===== src/rtl/pck_pkg.sv =====
`default_nettype none
// ============================================================================
// pck_pkg
// Shared types, constants and AES helpers for the payload keystream cipher.
// ============================================================================
package pck_pkg;

    localparam int KEY_W  = 64;
    localparam int ADDR_W = 32;
    localparam int CFG_W  = 64;
    localparam int IDX_W  = 3;
    localparam int QUEUE_DEPTH = 4;

    localparam logic [IDX_W-1:0] REG_NWK_HI = 3'd0;
    localparam logic [IDX_W-1:0] REG_NWK_LO = 3'd1;
    localparam logic [IDX_W-1:0] REG_APP_HI = 3'd2;
    localparam logic [IDX_W-1:0] REG_APP_LO = 3'd3;
    localparam logic [IDX_W-1:0] REG_DEVADDR = 3'd4;

    localparam logic [7:0] BLK_TAG = 8'h01;

    // classified item handed from front to back
    typedef struct packed {
        logic [7:0]   plain;
        logic         last;
        logic         new_blk;   // a fresh keystream block is needed
        logic [127:0] key;
        logic [127:0] ctr_blk;
        logic [3:0]   pos;
    } t_item;

    typedef enum logic [1:0] {
        ST_IDLE,
        ST_RUN,
        ST_OUT
    } t_bk_state;

    localparam logic [7:0] SBOX [256] = '{
        8'h63,8'h7c,8'h77,8'h7b,8'hf2,8'h6b,8'h6f,8'hc5,8'h30,8'h01,8'h67,8'h2b,8'hfe,8'hd7,8'hab,8'h76,
        8'hca,8'h82,8'hc9,8'h7d,8'hfa,8'h59,8'h47,8'hf0,8'had,8'hd4,8'ha2,8'haf,8'h9c,8'ha4,8'h72,8'hc0,
        8'hb7,8'hfd,8'h93,8'h26,8'h36,8'h3f,8'hf7,8'hcc,8'h34,8'ha5,8'he5,8'hf1,8'h71,8'hd8,8'h31,8'h15,
        8'h04,8'hc7,8'h23,8'hc3,8'h18,8'h96,8'h05,8'h9a,8'h07,8'h12,8'h80,8'he2,8'heb,8'h27,8'hb2,8'h75,
        8'h09,8'h83,8'h2c,8'h1a,8'h1b,8'h6e,8'h5a,8'ha0,8'h52,8'h3b,8'hd6,8'hb3,8'h29,8'he3,8'h2f,8'h84,
        8'h53,8'hd1,8'h00,8'hed,8'h20,8'hfc,8'hb1,8'h5b,8'h6a,8'hcb,8'hbe,8'h39,8'h4a,8'h4c,8'h58,8'hcf,
        8'hd0,8'hef,8'haa,8'hfb,8'h43,8'h4d,8'h33,8'h85,8'h45,8'hf9,8'h02,8'h7f,8'h50,8'h3c,8'h9f,8'ha8,
        8'h51,8'ha3,8'h40,8'h8f,8'h92,8'h9d,8'h38,8'hf5,8'hbc,8'hb6,8'hda,8'h21,8'h10,8'hff,8'hf3,8'hd2,
        8'hcd,8'h0c,8'h13,8'hec,8'h5f,8'h97,8'h44,8'h17,8'hc4,8'ha7,8'h7e,8'h3d,8'h64,8'h5d,8'h19,8'h73,
        8'h60,8'h81,8'h4f,8'hdc,8'h22,8'h2a,8'h90,8'h88,8'h46,8'hee,8'hb8,8'h14,8'hde,8'h5e,8'h0b,8'hdb,
        8'he0,8'h32,8'h3a,8'h0a,8'h49,8'h06,8'h24,8'h5c,8'hc2,8'hd3,8'hac,8'h62,8'h91,8'h95,8'he4,8'h79,
        8'he7,8'hc8,8'h37,8'h6d,8'h8d,8'hd5,8'h4e,8'ha9,8'h6c,8'h56,8'hf4,8'hea,8'h65,8'h7a,8'hae,8'h08,
        8'hba,8'h78,8'h25,8'h2e,8'h1c,8'ha6,8'hb4,8'hc6,8'he8,8'hdd,8'h74,8'h1f,8'h4b,8'hbd,8'h8b,8'h8a,
        8'h70,8'h3e,8'hb5,8'h66,8'h48,8'h03,8'hf6,8'h0e,8'h61,8'h35,8'h57,8'hb9,8'h86,8'hc1,8'h1d,8'h9e,
        8'he1,8'hf8,8'h98,8'h11,8'h69,8'hd9,8'h8e,8'h94,8'h9b,8'h1e,8'h87,8'he9,8'hce,8'h55,8'h28,8'hdf,
        8'h8c,8'ha1,8'h89,8'h0d,8'hbf,8'he6,8'h42,8'h68,8'h41,8'h99,8'h2d,8'h0f,8'hb0,8'h54,8'hbb,8'h16
    };

    function automatic logic [7:0] xt(input logic [7:0] x);
        return {x[6:0], 1'b0} ^ (x[7] ? 8'h1b : 8'h00);
    endfunction

    // byte i of a 128-bit block sits in bits [127-8i -: 8]
    function automatic logic [7:0] get_b(input logic [127:0] s, input int i);
        return s[127-8*i -: 8];
    endfunction

    // one key-schedule step: next round key from current and rcon
    function automatic logic [127:0] key_next(input logic [127:0] k, input logic [7:0] rc);
        logic [31:0] t;
        logic [31:0] w0, w1, w2, w3;
        t = {SBOX[k[23:16]] ^ rc, SBOX[k[15:8]], SBOX[k[7:0]], SBOX[k[31:24]]};
        w0 = k[127:96] ^ t;
        w1 = k[95:64] ^ w0;
        w2 = k[63:32] ^ w1;
        w3 = k[31:0] ^ w2;
        return {w0, w1, w2, w3};
    endfunction

    // SubBytes + ShiftRows (+ MixColumns unless final)
    function automatic logic [127:0] aes_round(input logic [127:0] s, input logic fin);
        logic [7:0] tmp [16];
        logic [7:0] st  [16];
        logic [7:0] a0, a1, a2, a3;
        logic [127:0] r;
        for (int i = 0; i < 16; i++) tmp[i] = SBOX[get_b(s, i)];
        for (int c = 0; c < 4; c++)
            for (int i = 0; i < 4; i++) st[4*c+i] = tmp[4*((c+i)%4)+i];
        if (!fin) begin
            for (int c = 0; c < 4; c++) begin
                a0 = st[4*c]; a1 = st[4*c+1]; a2 = st[4*c+2]; a3 = st[4*c+3];
                st[4*c]   = xt(a0) ^ xt(a1) ^ a1 ^ a2 ^ a3;
                st[4*c+1] = a0 ^ xt(a1) ^ xt(a2) ^ a2 ^ a3;
                st[4*c+2] = a0 ^ a1 ^ xt(a2) ^ xt(a3) ^ a3;
                st[4*c+3] = xt(a0) ^ a0 ^ a1 ^ a2 ^ xt(a3);
            end
        end
        for (int i = 0; i < 16; i++) r[127-8*i -: 8] = st[i];
        return r;
    endfunction

endpackage
`default_nettype wire


===== src/rtl/pck_queue.sv =====
`default_nettype none
// ============================================================================
// pck_queue
// Small FIFO between front and back; also used for the result side.
// ============================================================================
module pck_queue #(
    parameter int DEPTH = pck_pkg::QUEUE_DEPTH,
    parameter int W     = 8
) (
    input  wire logic         i_clk,
    input  wire logic         i_rst_n,
    input  wire logic         i_wr,
    input  wire logic [W-1:0] i_data,
    input  wire logic         i_rd,
    output logic [W-1:0]      o_data,
    output logic              o_full,
    output logic              o_empty
);
    localparam int AW = (DEPTH > 1) ? $clog2(DEPTH) : 1;
    logic [W-1:0]  r_mem [DEPTH];
    logic [AW-1:0] r_wp, r_rp;
    logic [AW:0]   r_cnt;
    logic          w_wr, w_rd;

    assign o_full  = (r_cnt == (AW+1)'(DEPTH));
    assign o_empty = (r_cnt == '0);
    assign w_wr = i_wr && !o_full;
    assign w_rd = i_rd && !o_empty;
    assign o_data = r_mem[r_rp];

    always_ff @(posedge i_clk) begin
        if (w_wr) r_mem[r_wp] <= i_data;
    end

    always_ff @(posedge i_clk) begin
        if (!i_rst_n) begin
            r_wp <= '0; r_rp <= '0; r_cnt <= '0;
        end else begin
            if (w_wr) r_wp <= (r_wp == AW'(DEPTH-1)) ? '0 : r_wp + AW'(1);
            if (w_rd) r_rp <= (r_rp == AW'(DEPTH-1)) ? '0 : r_rp + AW'(1);
            r_cnt <= r_cnt + (AW+1)'(w_wr) - (AW+1)'(w_rd);
        end
    end

    a_cnt_max: assert property (@(posedge i_clk) disable iff (!i_rst_n)
        r_cnt <= (AW+1)'(DEPTH)) else $error("queue overflow");
    a_no_rd_empty: assert property (@(posedge i_clk) disable iff (!i_rst_n)
        o_empty |=> r_cnt <= (AW+1)'(1)) else $error("count jumped from empty");
    a_full_hold: assert property (@(posedge i_clk) disable iff (!i_rst_n)
        (o_full && !i_rd) |=> o_full) else $error("full dropped without read");
endmodule
`default_nettype wire


===== config.mk =====
export PLATFORM = sky130hd
export DESIGN_NAME = pck_queue
export DESIGN_NICKNAME = d
export VERILOG_FILES = /design/src/rtl/pck_pkg.sv /design/src/rtl/pck_queue.sv
export SDC_FILE = /design/constraint.sdc
export NUM_CORES = 1
export LEC_CHECK = 0
export ABC_AREA = 1
export BUFFER_PORTS_ARGS = -buffer_cell sky130_fd_sc_hd__buf_4
export CAP_MARGIN = 30
export CORE_MARGIN = 3
export CORE_UTILIZATION = 50
export CTS_CLUSTER_DIAMETER = 120
export DETAILED_ROUTE_END_ITERATION = 8
export PLACE_DENSITY_LB_ADDON = 0.2
export SYNTH_ARGS = -nofsm -noshare
export SYNTH_HDL_FRONTEND = slang
export SYNTH_SLANG_ARGS = --single-unit

===== constraint.sdc =====
create_clock -name i_clk -period 1.6 [get_ports i_clk]
set_input_delay 0.32 -clock i_clk [delete_from_list [all_inputs] [get_ports i_clk]]
set_output_delay 0.32 -clock i_clk [all_outputs]
set_load 0.005 [all_outputs]

==> metrics.md <==
| Metric | Value |
|---|---|
| Drt drc | `0` |
| Area contributors post-synth | `edfxtp_1, dfxtp_1, nor2_1, ha_1, o21ai_0` |
| Longest Clk Path Bufs | `2` |
| Synth-to-Final Area Change | `30.0%` |
| TritonCTS clock tree | `done` |
| Worst slew pin tran | `0.247 ns` |
| Hold Crit Class | `in2reg` |
| Share of cells above drive strength 1 | `43.5%` |
| Critical Path AT | `2.08 ns` |
| RSZ-0062 raised after global routing | `true` |
| Final setup violation count | `12` |
| Worst Slack Setup Final | `-0.182 ns` |
| Post-DRT Antenna Nets | `0` |
| Routed WL per cell | `14.1 microns` |
| Peak supply drop | `810 uV` |
| IO Pins | `22` |
| Initial antenna violation count | `0` |
| Leak Pwr | `0.901 nW` |
| Largest net degree at the start of global routing | `17` |
| Total of warnings raised by yosys | `0` |
| Skew final | `0.00325 ns` |
| Period Utilization, post-route | `111%` |
| F_max | `561 MHz` |
| Die Wd | `64.0 microns` |
| GPL Wtd Cong | `0.708` |
| Antenna Cells | `0` |
| Relative max-transition margin | `83.5%` |
| Crit path kind | `reg2reg` |
| CTS hold repair buffers | `0` |
| Total clock sinks | `41` |
| Port Buffers | `21` |
| CTS root buf | `clkbuf_4` |
| Tot GR Track Use | `17.2%` |
| Hold Vio Cnt, Final | `0` |
| Vias in the first global route | `1,214` |
| First-pass GRT wire length | `5260 microns` |
| Netlist cell types | `20` |
| Cells along the critical path | `nor2_4 > nand2_2 > inv_2 > nor2_2 > ha_1 > inv_1 > ha_2 > fa_2 > nand2_2 > inv_2` |
| CTS H-Tree Depth | `2` |
| Outcome | `finished with violations` |
| MaxCap Viol Count | `0` |
| Core Area | `3130 sq um` |
| Syn_area_per_cell | `11.9 sq um` |
| CP Capture Type | `register` |
| Inserted Clock Buffers | `5` |
| Worst path required time | `1.90 ns` |
| Initial Utilization | `53.8%` |
| Final nets | `210` |
| Most common library cell in the layout ignoring fill and taps | `buf_4` |
| Gr ovfl total | `0` |
| CP max FO | `2` |
| DP HPWL | `2060 microns` |
| DIE HEIGHT | `64.0 microns` |
| Most frequent cells in the layout | `buf_4, edfxtp_1, nor2_1, inv_1, nand2_1` |
| Worst setup SP type | `register` |
| Synth Cell Area | `1680 sq um` |
| Failing checks | `negative setup slack` |
| Clock latency on the worst-skew pair | `0.35 ns` |
| Power Density | `1650 nW/um^2` |
| R2R Setup Slk | `-0.18 ns` |
| Leading area contributor after synthesis | `edfxtp_1` |
| Final Util | `70.0%` |
| Syn_nets | `162` |
| Register area share after synthesis | `67.8%` |
| Total routed wirelength | `3310 microns` |
| Delay of the slowest critical-path stage | `0.52 ns` |
| Post-synthesis cell count | `142` |
| Std cell rows | `20` |
| PnR Total Power | `3.61 mW` |
| Die area | `4100 sq um` |
| Post-synthesis register bit count | `41` |
| Max-slew violations | `0` |
| Fin crit period | `1.78 ns` |
| Top cell type's share of synthesized area | `57.1%` |
| Clk slew on worst S/H paths | `0.11 ns` |
| Critical path's slowest cell | `fa_2` |
| DR pass1 iterations | `4` |
| Initial DRC Count | `53` |
| Vias per std cell | `5.00` |
| Vias | `1,176` |
## through the flow
| stage | hold WS [ns] | cells | cell area [sq um] | setup TNS [ns] | worst slack (ns) |
|---|---|---|---|---|---|
| CTS | 0.163 | 235 | 2130 | -0.516 | -0.141 |
| global placement | 0.514 | 218 | 1980 | -0.161 | -0.103 |
| finish | 0.165 | 235 | 2190 | -0.622 | -0.182 |
| global route | 0.155 | 235 | 2190 | -1.40 | -0.227 |
| detailed placement | 0.524 | 218 | 1980 | -0.287 | -0.168 |
| floorplan | 0.418 | 142 | 1700 | -0.203 | -0.128 |
## worst max-delay path: cells and delay by family, from the launching register on
family,cells,cell delay [ns]
adders and majority gates,3,0.94
DFF,1,0.35
and+or+nand+nor,4,0.29
buffers and inverters,3,0.15
## repair_timing
action	4_1_cts	5_1_grt
gates resized for setup	19	18
hold endpoints to repair	0	0
buffers inserted	9	3
cloned	0	0
setup endpoints to repair	10	15
pin swaps	7	7
## cell usage after synthesis
master,instances
a21oi_1,2
buf_6,2
dfxtp_1,9
edfxtp_1,32
fa_1,1
ha_1,7
inv_1,16
inv_2,1
nand2_1,12
nand2_2,1
nand3_1,1
nand3b_1,1
nor2_1,29
nor2_2,2
o21ai_0,12
o21ai_1,2
o21ai_2,2
o22ai_1,8
or2_2,1
xnor2_1,1
## power by group
| part | internal (mW) | leakage [nW] | total [mW] | switching [mW] |
|---|---|---|---|---|
| clock network | 0.159 | 0.0300 | 0.469 | 0.310 |
| logic | 0.882 | 0.502 | 1.68 | 0.802 |
| registers | 1.35 | 0.370 | 1.46 | 0.113 |
| total | 2.39 | 0.901 | 3.61 | 1.22 |
## kinds of logic (layout without fill, tap and decap cells)
| kind of cell | Yosys count | count (layout) | share of synthesized area, % |
|---|---|---|---|
| compound gates | 26 | 26 | 8.77 |
| flops | 41 | 41 | 67.8 |
| buf+inv | 19 | 68 | 5.13 |
| fa+ha+maj | 8 | 8 | 6.39 |
| xor+xnor | 1 | 1 | 0.521 |
| simple gates | 47 | 47 | 11.4 |
## area by class of cell
cell class | instances | area [sq um]
Clock inverter | 3 | 12.5
Sequential cell | 41 | 1150
Multi-Input combinational cell | 82 | 524
Timing Repair Buffer | 43 | 334
Fill cell | 227 | 940
Inverter | 17 | 72.6
Clock buffer | 5 | 37.5
Tap cell | 44 | 55.1
## sequential cells by signal, indices dropped and copies added, names as in the netlist, named ones only
name and flops:
r_wp 2, r_cnt 3, r_rp 2, r_mem 32
## worst paths after layout
check / start / to / depth (start not counted)
max reg2reg: r_cnt[0]$_SDFF_PN0_ / r_cnt[1]$_SDFF_PN0_ / 10
min: i_data[5] / r_mem[3][5]$_DFFE_PP_ / 1
max: r_cnt[0]$_SDFF_PN0_ / r_cnt[1]$_SDFF_PN0_ / 10
min reg2reg: r_rp[1]$_SDFFE_PN0N_ / register / 2
## layer usage
layer	vias to the layer above	GRT usage (%)	routed length, microns
met5	-	0	0
met4	0	8.63	48
met3	5	4.04	142
met2	22	30.3	1780
met1	567	19.1	1340
li1	582	-	-
(Power assumes the default switching activity.)
