==> src/rtl/pck_pkg.sv <==
`default_nettype none
// ============================================================================
// pck_pkg
// Shared types, constants and AES helpers for the payload keystream cipher.
// ============================================================================
package pck_pkg;

    localparam int KEY_W  = 64;
    localparam int ADDR_W = 32;
    localparam int CFG_W  = 64;
    localparam int IDX_W  = 3;
    localparam int QUEUE_DEPTH = 4;

    localparam logic [IDX_W-1:0] REG_NWK_HI = 3'd0;
    localparam logic [IDX_W-1:0] REG_NWK_LO = 3'd1;
    localparam logic [IDX_W-1:0] REG_APP_HI = 3'd2;
    localparam logic [IDX_W-1:0] REG_APP_LO = 3'd3;
    localparam logic [IDX_W-1:0] REG_DEVADDR = 3'd4;

    localparam logic [7:0] BLK_TAG = 8'h01;

    // classified item handed from front to back
    typedef struct packed {
        logic [7:0]   plain;
        logic         last;
        logic         new_blk;   // a fresh keystream block is needed
        logic [127:0] key;
        logic [127:0] ctr_blk;
        logic [3:0]   pos;
    } t_item;

    typedef enum logic [1:0] {
        ST_IDLE,
        ST_RUN,
        ST_OUT
    } t_bk_state;

    localparam logic [7:0] SBOX [256] = '{
        8'h63,8'h7c,8'h77,8'h7b,8'hf2,8'h6b,8'h6f,8'hc5,8'h30,8'h01,8'h67,8'h2b,8'hfe,8'hd7,8'hab,8'h76,
        8'hca,8'h82,8'hc9,8'h7d,8'hfa,8'h59,8'h47,8'hf0,8'had,8'hd4,8'ha2,8'haf,8'h9c,8'ha4,8'h72,8'hc0,
        8'hb7,8'hfd,8'h93,8'h26,8'h36,8'h3f,8'hf7,8'hcc,8'h34,8'ha5,8'he5,8'hf1,8'h71,8'hd8,8'h31,8'h15,
        8'h04,8'hc7,8'h23,8'hc3,8'h18,8'h96,8'h05,8'h9a,8'h07,8'h12,8'h80,8'he2,8'heb,8'h27,8'hb2,8'h75,
        8'h09,8'h83,8'h2c,8'h1a,8'h1b,8'h6e,8'h5a,8'ha0,8'h52,8'h3b,8'hd6,8'hb3,8'h29,8'he3,8'h2f,8'h84,
        8'h53,8'hd1,8'h00,8'hed,8'h20,8'hfc,8'hb1,8'h5b,8'h6a,8'hcb,8'hbe,8'h39,8'h4a,8'h4c,8'h58,8'hcf,
        8'hd0,8'hef,8'haa,8'hfb,8'h43,8'h4d,8'h33,8'h85,8'h45,8'hf9,8'h02,8'h7f,8'h50,8'h3c,8'h9f,8'ha8,
        8'h51,8'ha3,8'h40,8'h8f,8'h92,8'h9d,8'h38,8'hf5,8'hbc,8'hb6,8'hda,8'h21,8'h10,8'hff,8'hf3,8'hd2,
        8'hcd,8'h0c,8'h13,8'hec,8'h5f,8'h97,8'h44,8'h17,8'hc4,8'ha7,8'h7e,8'h3d,8'h64,8'h5d,8'h19,8'h73,
        8'h60,8'h81,8'h4f,8'hdc,8'h22,8'h2a,8'h90,8'h88,8'h46,8'hee,8'hb8,8'h14,8'hde,8'h5e,8'h0b,8'hdb,
        8'he0,8'h32,8'h3a,8'h0a,8'h49,8'h06,8'h24,8'h5c,8'hc2,8'hd3,8'hac,8'h62,8'h91,8'h95,8'he4,8'h79,
        8'he7,8'hc8,8'h37,8'h6d,8'h8d,8'hd5,8'h4e,8'ha9,8'h6c,8'h56,8'hf4,8'hea,8'h65,8'h7a,8'hae,8'h08,
        8'hba,8'h78,8'h25,8'h2e,8'h1c,8'ha6,8'hb4,8'hc6,8'he8,8'hdd,8'h74,8'h1f,8'h4b,8'hbd,8'h8b,8'h8a,
        8'h70,8'h3e,8'hb5,8'h66,8'h48,8'h03,8'hf6,8'h0e,8'h61,8'h35,8'h57,8'hb9,8'h86,8'hc1,8'h1d,8'h9e,
        8'he1,8'hf8,8'h98,8'h11,8'h69,8'hd9,8'h8e,8'h94,8'h9b,8'h1e,8'h87,8'he9,8'hce,8'h55,8'h28,8'hdf,
        8'h8c,8'ha1,8'h89,8'h0d,8'hbf,8'he6,8'h42,8'h68,8'h41,8'h99,8'h2d,8'h0f,8'hb0,8'h54,8'hbb,8'h16
    };

    function automatic logic [7:0] xt(input logic [7:0] x);
        return {x[6:0], 1'b0} ^ (x[7] ? 8'h1b : 8'h00);
    endfunction

    // byte i of a 128-bit block sits in bits [127-8i -: 8]
    function automatic logic [7:0] get_b(input logic [127:0] s, input int i);
        return s[127-8*i -: 8];
    endfunction

    // one key-schedule step: next round key from current and rcon
    function automatic logic [127:0] key_next(input logic [127:0] k, input logic [7:0] rc);
        logic [31:0] t;
        logic [31:0] w0, w1, w2, w3;
        t = {SBOX[k[23:16]] ^ rc, SBOX[k[15:8]], SBOX[k[7:0]], SBOX[k[31:24]]};
        w0 = k[127:96] ^ t;
        w1 = k[95:64] ^ w0;
        w2 = k[63:32] ^ w1;
        w3 = k[31:0] ^ w2;
        return {w0, w1, w2, w3};
    endfunction

    // SubBytes + ShiftRows (+ MixColumns unless final)
    function automatic logic [127:0] aes_round(input logic [127:0] s, input logic fin);
        logic [7:0] tmp [16];
        logic [7:0] st  [16];
        logic [7:0] a0, a1, a2, a3;
        logic [127:0] r;
        for (int i = 0; i < 16; i++) tmp[i] = SBOX[get_b(s, i)];
        for (int c = 0; c < 4; c++)
            for (int i = 0; i < 4; i++) st[4*c+i] = tmp[4*((c+i)%4)+i];
        if (!fin) begin
            for (int c = 0; c < 4; c++) begin
                a0 = st[4*c]; a1 = st[4*c+1]; a2 = st[4*c+2]; a3 = st[4*c+3];
                st[4*c]   = xt(a0) ^ xt(a1) ^ a1 ^ a2 ^ a3;
                st[4*c+1] = a0 ^ xt(a1) ^ xt(a2) ^ a2 ^ a3;
                st[4*c+2] = a0 ^ a1 ^ xt(a2) ^ xt(a3) ^ a3;
                st[4*c+3] = xt(a0) ^ a0 ^ a1 ^ a2 ^ xt(a3);
            end
        end
        for (int i = 0; i < 16; i++) r[127-8*i -: 8] = st[i];
        return r;
    endfunction

endpackage
`default_nettype wire

==> src/rtl/pck_front.sv <==
`default_nettype none
// ============================================================================
// pck_front
// Accepts bytes, tracks frame position and builds the counter block and key.
// ============================================================================
module pck_front (
    input  wire logic               i_clk,
    input  wire logic               i_rst_n,
    input  wire logic               i_push,
    input  wire logic [7:0]         i_plain_byte,
    input  wire logic [31:0]        i_frame_counter,
    input  wire logic [7:0]         i_port_number,
    input  wire logic               i_first_of_frame,
    input  wire logic               i_end_of_frame,
    input  wire logic [127:0]       i_nwk_key,
    input  wire logic [127:0]       i_app_key,
    input  wire logic [31:0]        i_dev_addr,
    output pck_pkg::t_item          o_item
);
    logic [3:0]  r_byte_idx, n_byte_idx;
    logic [7:0]  r_blk_num,  n_blk_num;
    logic [31:0] r_fcnt,     n_fcnt;
    logic        r_use_nwk,  n_use_nwk;
    logic [3:0]  w_idx;
    logic [7:0]  w_num;
    logic [31:0] w_fcnt;
    logic        w_nwk;

    always_comb begin
        w_idx  = i_first_of_frame ? 4'd0 : r_byte_idx;
        w_num  = i_first_of_frame ? 8'd1 : r_blk_num;
        w_fcnt = i_first_of_frame ? i_frame_counter : r_fcnt;
        w_nwk  = i_first_of_frame ? (i_port_number == 8'd0) : r_use_nwk;
        o_item.plain   = i_plain_byte;
        o_item.last    = i_end_of_frame;
        o_item.new_blk = (w_idx == 4'd0);
        o_item.pos     = w_idx;
        o_item.key     = w_nwk ? i_nwk_key : i_app_key;
        o_item.ctr_blk = {pck_pkg::BLK_TAG, 32'd0, 8'd0,
                          i_dev_addr[7:0], i_dev_addr[15:8], i_dev_addr[23:16],
                          i_dev_addr[31:24],
                          w_fcnt[7:0], w_fcnt[15:8], w_fcnt[23:16], w_fcnt[31:24],
                          8'd0, w_num};
        n_fcnt    = w_fcnt;
        n_use_nwk = w_nwk;
        n_blk_num = (w_idx == 4'd0) ? w_num + 8'd1 : w_num;
        n_byte_idx = w_idx + 4'd1;
        if (i_end_of_frame) begin
            n_byte_idx = 4'd0;
            n_blk_num  = 8'd1;
        end
    end

    always_ff @(posedge i_clk) begin
        if (!i_rst_n) begin
            r_byte_idx <= 4'd0;
            r_blk_num  <= 8'd1;
            r_fcnt     <= 32'd0;
            r_use_nwk  <= 1'b0;
        end else if (i_push) begin
            r_byte_idx <= n_byte_idx;
            r_blk_num  <= n_blk_num;
            r_fcnt     <= n_fcnt;
            r_use_nwk  <= n_use_nwk;
        end
    end
endmodule
`default_nettype wire

==> config.mk <==
export PLATFORM = sky130hd
export DESIGN_NAME = pck_front
export DESIGN_NICKNAME = d
export VERILOG_FILES = /design/src/rtl/pck_pkg.sv /design/src/rtl/pck_front.sv
export SDC_FILE = /design/constraint.sdc
export NUM_CORES = 1
export LEC_CHECK = 0
export BUFFER_PORTS_ARGS = -buffer_cell sky130_fd_sc_hd__buf_2
export CAP_MARGIN = 5
export CORE_AREA = 2 2 239 241
export CTS_CLUSTER_SIZE = 8
export DETAILED_ROUTE_END_ITERATION = 6
export DIE_AREA = 0 0 241 243
export GPL_ROUTABILITY_DRIVEN = 0
export SLEW_MARGIN = 25
export SYNTH_ARGS = -nofsm -noshare
export SYNTH_HDL_FRONTEND = slang
export SYNTH_SLANG_ARGS = --single-unit
==> constraint.sdc <==
create_clock -name i_clk -period 2.4 [get_ports i_clk]
set_input_delay 0.48 -clock i_clk [delete_from_list [all_inputs] [get_ports i_clk]]
set_output_delay 0.48 -clock i_clk [all_outputs]
set_load 0.02 [all_outputs]
==> metrics.txt <==
status=finished, violations left; failing checks=setup timing; crit path DAT=1.98 ns; H-tree Lvls=2; syn avg cell area=8.91 um^2; distinct cell type count after synthesis=42; setup ws final=-0.0573 ns; # DRC=0; EDFF count, synth=0; Crit-path slowest cell=mux2_2; Vias/cell=3.22; crit path launch type=input pin; async set-or-reset flop fraction in the synthesized netlist=0%; post-placement cell count=1693; max-cap violations=0; Post-DRT Antenna Nets=0; critical path peak fanout=8; Die H=243 um; fillcell total=6428; Worst setup EP type=output port; PortBufs=474; Chip Width=241 um; max incr delay on CP=0.28 ns; commonest non-fill, non-tap cell in the layout=buf_2; CP top delay family=buffers and inverters; most frequent cells in the layout=buf_2 (384), mux2_2 (150), nor2_1 (72); Hold WC Path Type=reg2reg; Tightest Pin Transition=0.517 ns; Peak VDD IR=0.000238 V; Final Hold Vio Count=0; proportion of layout cells with a drive suffix above 1=71.0%; relative slew slack=65.3%; Vias=5505; gr usage total=11.9%; Hold Buf Count CTS=0; Initial Util=8.32%; first-pass GRT wire length=46.5 mm; unrepaired setup endpoints after global routing=true; Yosys warnings=0; initial antenna violation count=13; Final Instance Area=8390 um^2; Hold Slack=0.479 ns; clk root buf=clkbuf_16; CTS Sinks=45; final setup violation count=64; Critical Path RT=1.92 ns; Core ar.=56000 um^2; WP buf/inv=6; initial drt markers=258; First-pass DRT Iterations=6; Post-Synth Simple-Gate Area=17.1%; post-placement cell area=7520 um^2; Mapped Cells=522; main combinational cell family by area after synthesis=multiplexers; pwr dens=373 nW/um^2; hpwl dp=33.0 mm; Clock transition at path regs=0.07 ns; max-slew violations=0; fin nets=1293; leak pwr=4.01 nW; Max Fclk=0.407 GHz; worst path cell trace=buf_6, nor4_4, buf_4, a31oi_4, buf_12, buf_12, clkbuf_16, mux2_2, buf_6; Worst Clk Skew=0.00384 ns; synthesized area=4650 um^2; grt ovf=0; CTS Buf Count=5; Seq cells post-synth=45; fin cells=1712; most used flip-flop cell after synthesis=dfxtp_1; Max clock buf depth=2; CTS tree=yes; Routed WL per cell=22.1 um; Clock Latency Late Sink=0.29 ns; # rows=87; post-synthesis mux area share=39.6%; Period minus WS final=2.46 ns; Synth-to-Final Area Change=80.3%; Die Area=58600 um^2; largest net degree at the start of global routing=51; Setup CP Type=in2out; routed wire length=37.8 mm; compound-cell area share of the yosys netlist=3.98%; Synth Area in Adders=0.538%; period utilization=102%; Ports=611; sequential share of the synthesized area=19.4%; Post-Synth XOR/XNOR Area=0%; number of global-route vias before repair=5224; Pwr Total=3.13 mW
[path summary, 6_finish.rpt]
kind / from / to / slack [ns] / depth (start not counted)
worst min register to register: r_fcnt[21]$_SDFFE_PN0P_ / r_fcnt[21]$_SDFFE_PN0P_ / 0.48 / 2
worst max-delay path: i_port_number[6] / o_item[189] / -0.06 / 9
worst max register to register: r_byte_idx[1]$_SDFFE_PN0P_ / r_blk_num[5]$_SDFFE_PN0P_ / 0.77 / 6
worst min-delay path: r_fcnt[21]$_SDFFE_PN0P_ / r_fcnt[21]$_SDFFE_PN0P_ / 0.48 / 2
[cells in the mapped netlist (2+ instances only)]
cell type	instances	area [um^2]
mux2_2	161	1810
nand2b_1	4	25.0
nand2_1	7	26.3
o21a_1	2	15.0
o21ai_0	6	30.0
inv_1	2	7.51
dfxtp_1	45	901
a21boi_0	6	45.0
and2_1	2	12.5
or2_2	2	12.5
mux2i_1	3	30.0
conb_1	2	7.51
nor2b_1	12	75.1
ha_1	2	25.0
nor3b_1	32	240
a21oi_1	3	15.0
buf_4	97	728
nor2_1	72	270
a31oi_1	4	25.0
o2bb2ai_1	2	17.5
nand4_1	2	12.5
buf_2	18	90.1
nor4_1	2	12.5
nand3_1	3	15.0
clkbuf_1	14	52.6
[sequential cells by signal, summed over array words and instances, names as in the netlist]
register	flops
r_fcnt	32
r_use_nwk	1
r_byte_idx	4
r_blk_num	8
[final cells by class]
| cell class | instances | area (um^2) | share of cell area [%] |
|---|---|---|---|
| Timing Repair Buffer | 498 | 3230 | 38.5 |
| Multi-Input combinational cell | 397 | 3140 | 37.5 |
| Tap cell | 756 | 946 | 11.3 |
| Sequential cell | 45 | 901 | 10.7 |
| Clock buffer | 5 | 125 | 1.49 |
| Clock inverter | 3 | 21.3 | 0.254 |
| Antenna cell | 5 | 12.5 | 0.149 |
| Inverter | 3 | 11.3 | 0.134 |
[stage by stage]
stage / utilization (%) / setup WS (ns) / setup TNS [ns]
after floorplan: - / 0.0915 / 0
after global placement: 13.4 / -0.520 / -50.50
after detailed placement: 13.4 / -0.428 / -39.83
after CTS: 14.5 / -0.105 / -4.47
after global routing: 15.0 / -0.130 / -7.49
final: 15.0 / -0.0573 / -1.92
[power by group]
group | switching [mW] | total, mW | internal [mW] | leakage (nW)
Sequential | 0.0222 | 0.812 | 0.790 | 0.371
Clock | 0.325 | 0.714 | 0.389 | 0.0702
Combinational | 0.904 | 1.60 | 0.700 | 3.57
Total | 1.25 | 3.13 | 1.88 | 4.01
[what timing repair did]
item,in CTS,in global routing
resized for setup,115,66
setup endpoints to repair,128,128
cloned,3,1
pin swaps,2,0
setup buffers,3,0
[kinds of logic (layout without fill, tap and decap cells)]
family,after synthesis,count (layout)
AND/OR/NAND/NOR,148,148
AO/OA/AOI/OAI,27,27
other,2,61
adder cells (fa/ha/maj),2,2
multiplexers,164,164
buffers and inverters,134,509
flip-flops,45,45
[metal layers]
| metal | vias to the layer above | global-route usage [%] | part of all wire, % |
|---|---|---|---|
| met5 | - | 2.19 | 0.51 |
| met4 | 6 | 2.67 | 2.1 |
| met3 | 65 | 6.27 | 14 |
| met2 | 352 | 16.5 | 40 |
| met1 | 2566 | 16.0 | 43 |
| li1 | 2516 | - | - |
[worst register-to-register path: cells and delay by family, from the launching register on]
kind	cells	cell delay, ns
flip-flops	1	0.33
AO/OA/AOI/OAI	1	0.14
adder cells (fa/ha/maj)	1	0.17
AND/OR/NAND/NOR	4	0.92
No activity file was read; power rests on OpenSTA's default activity.
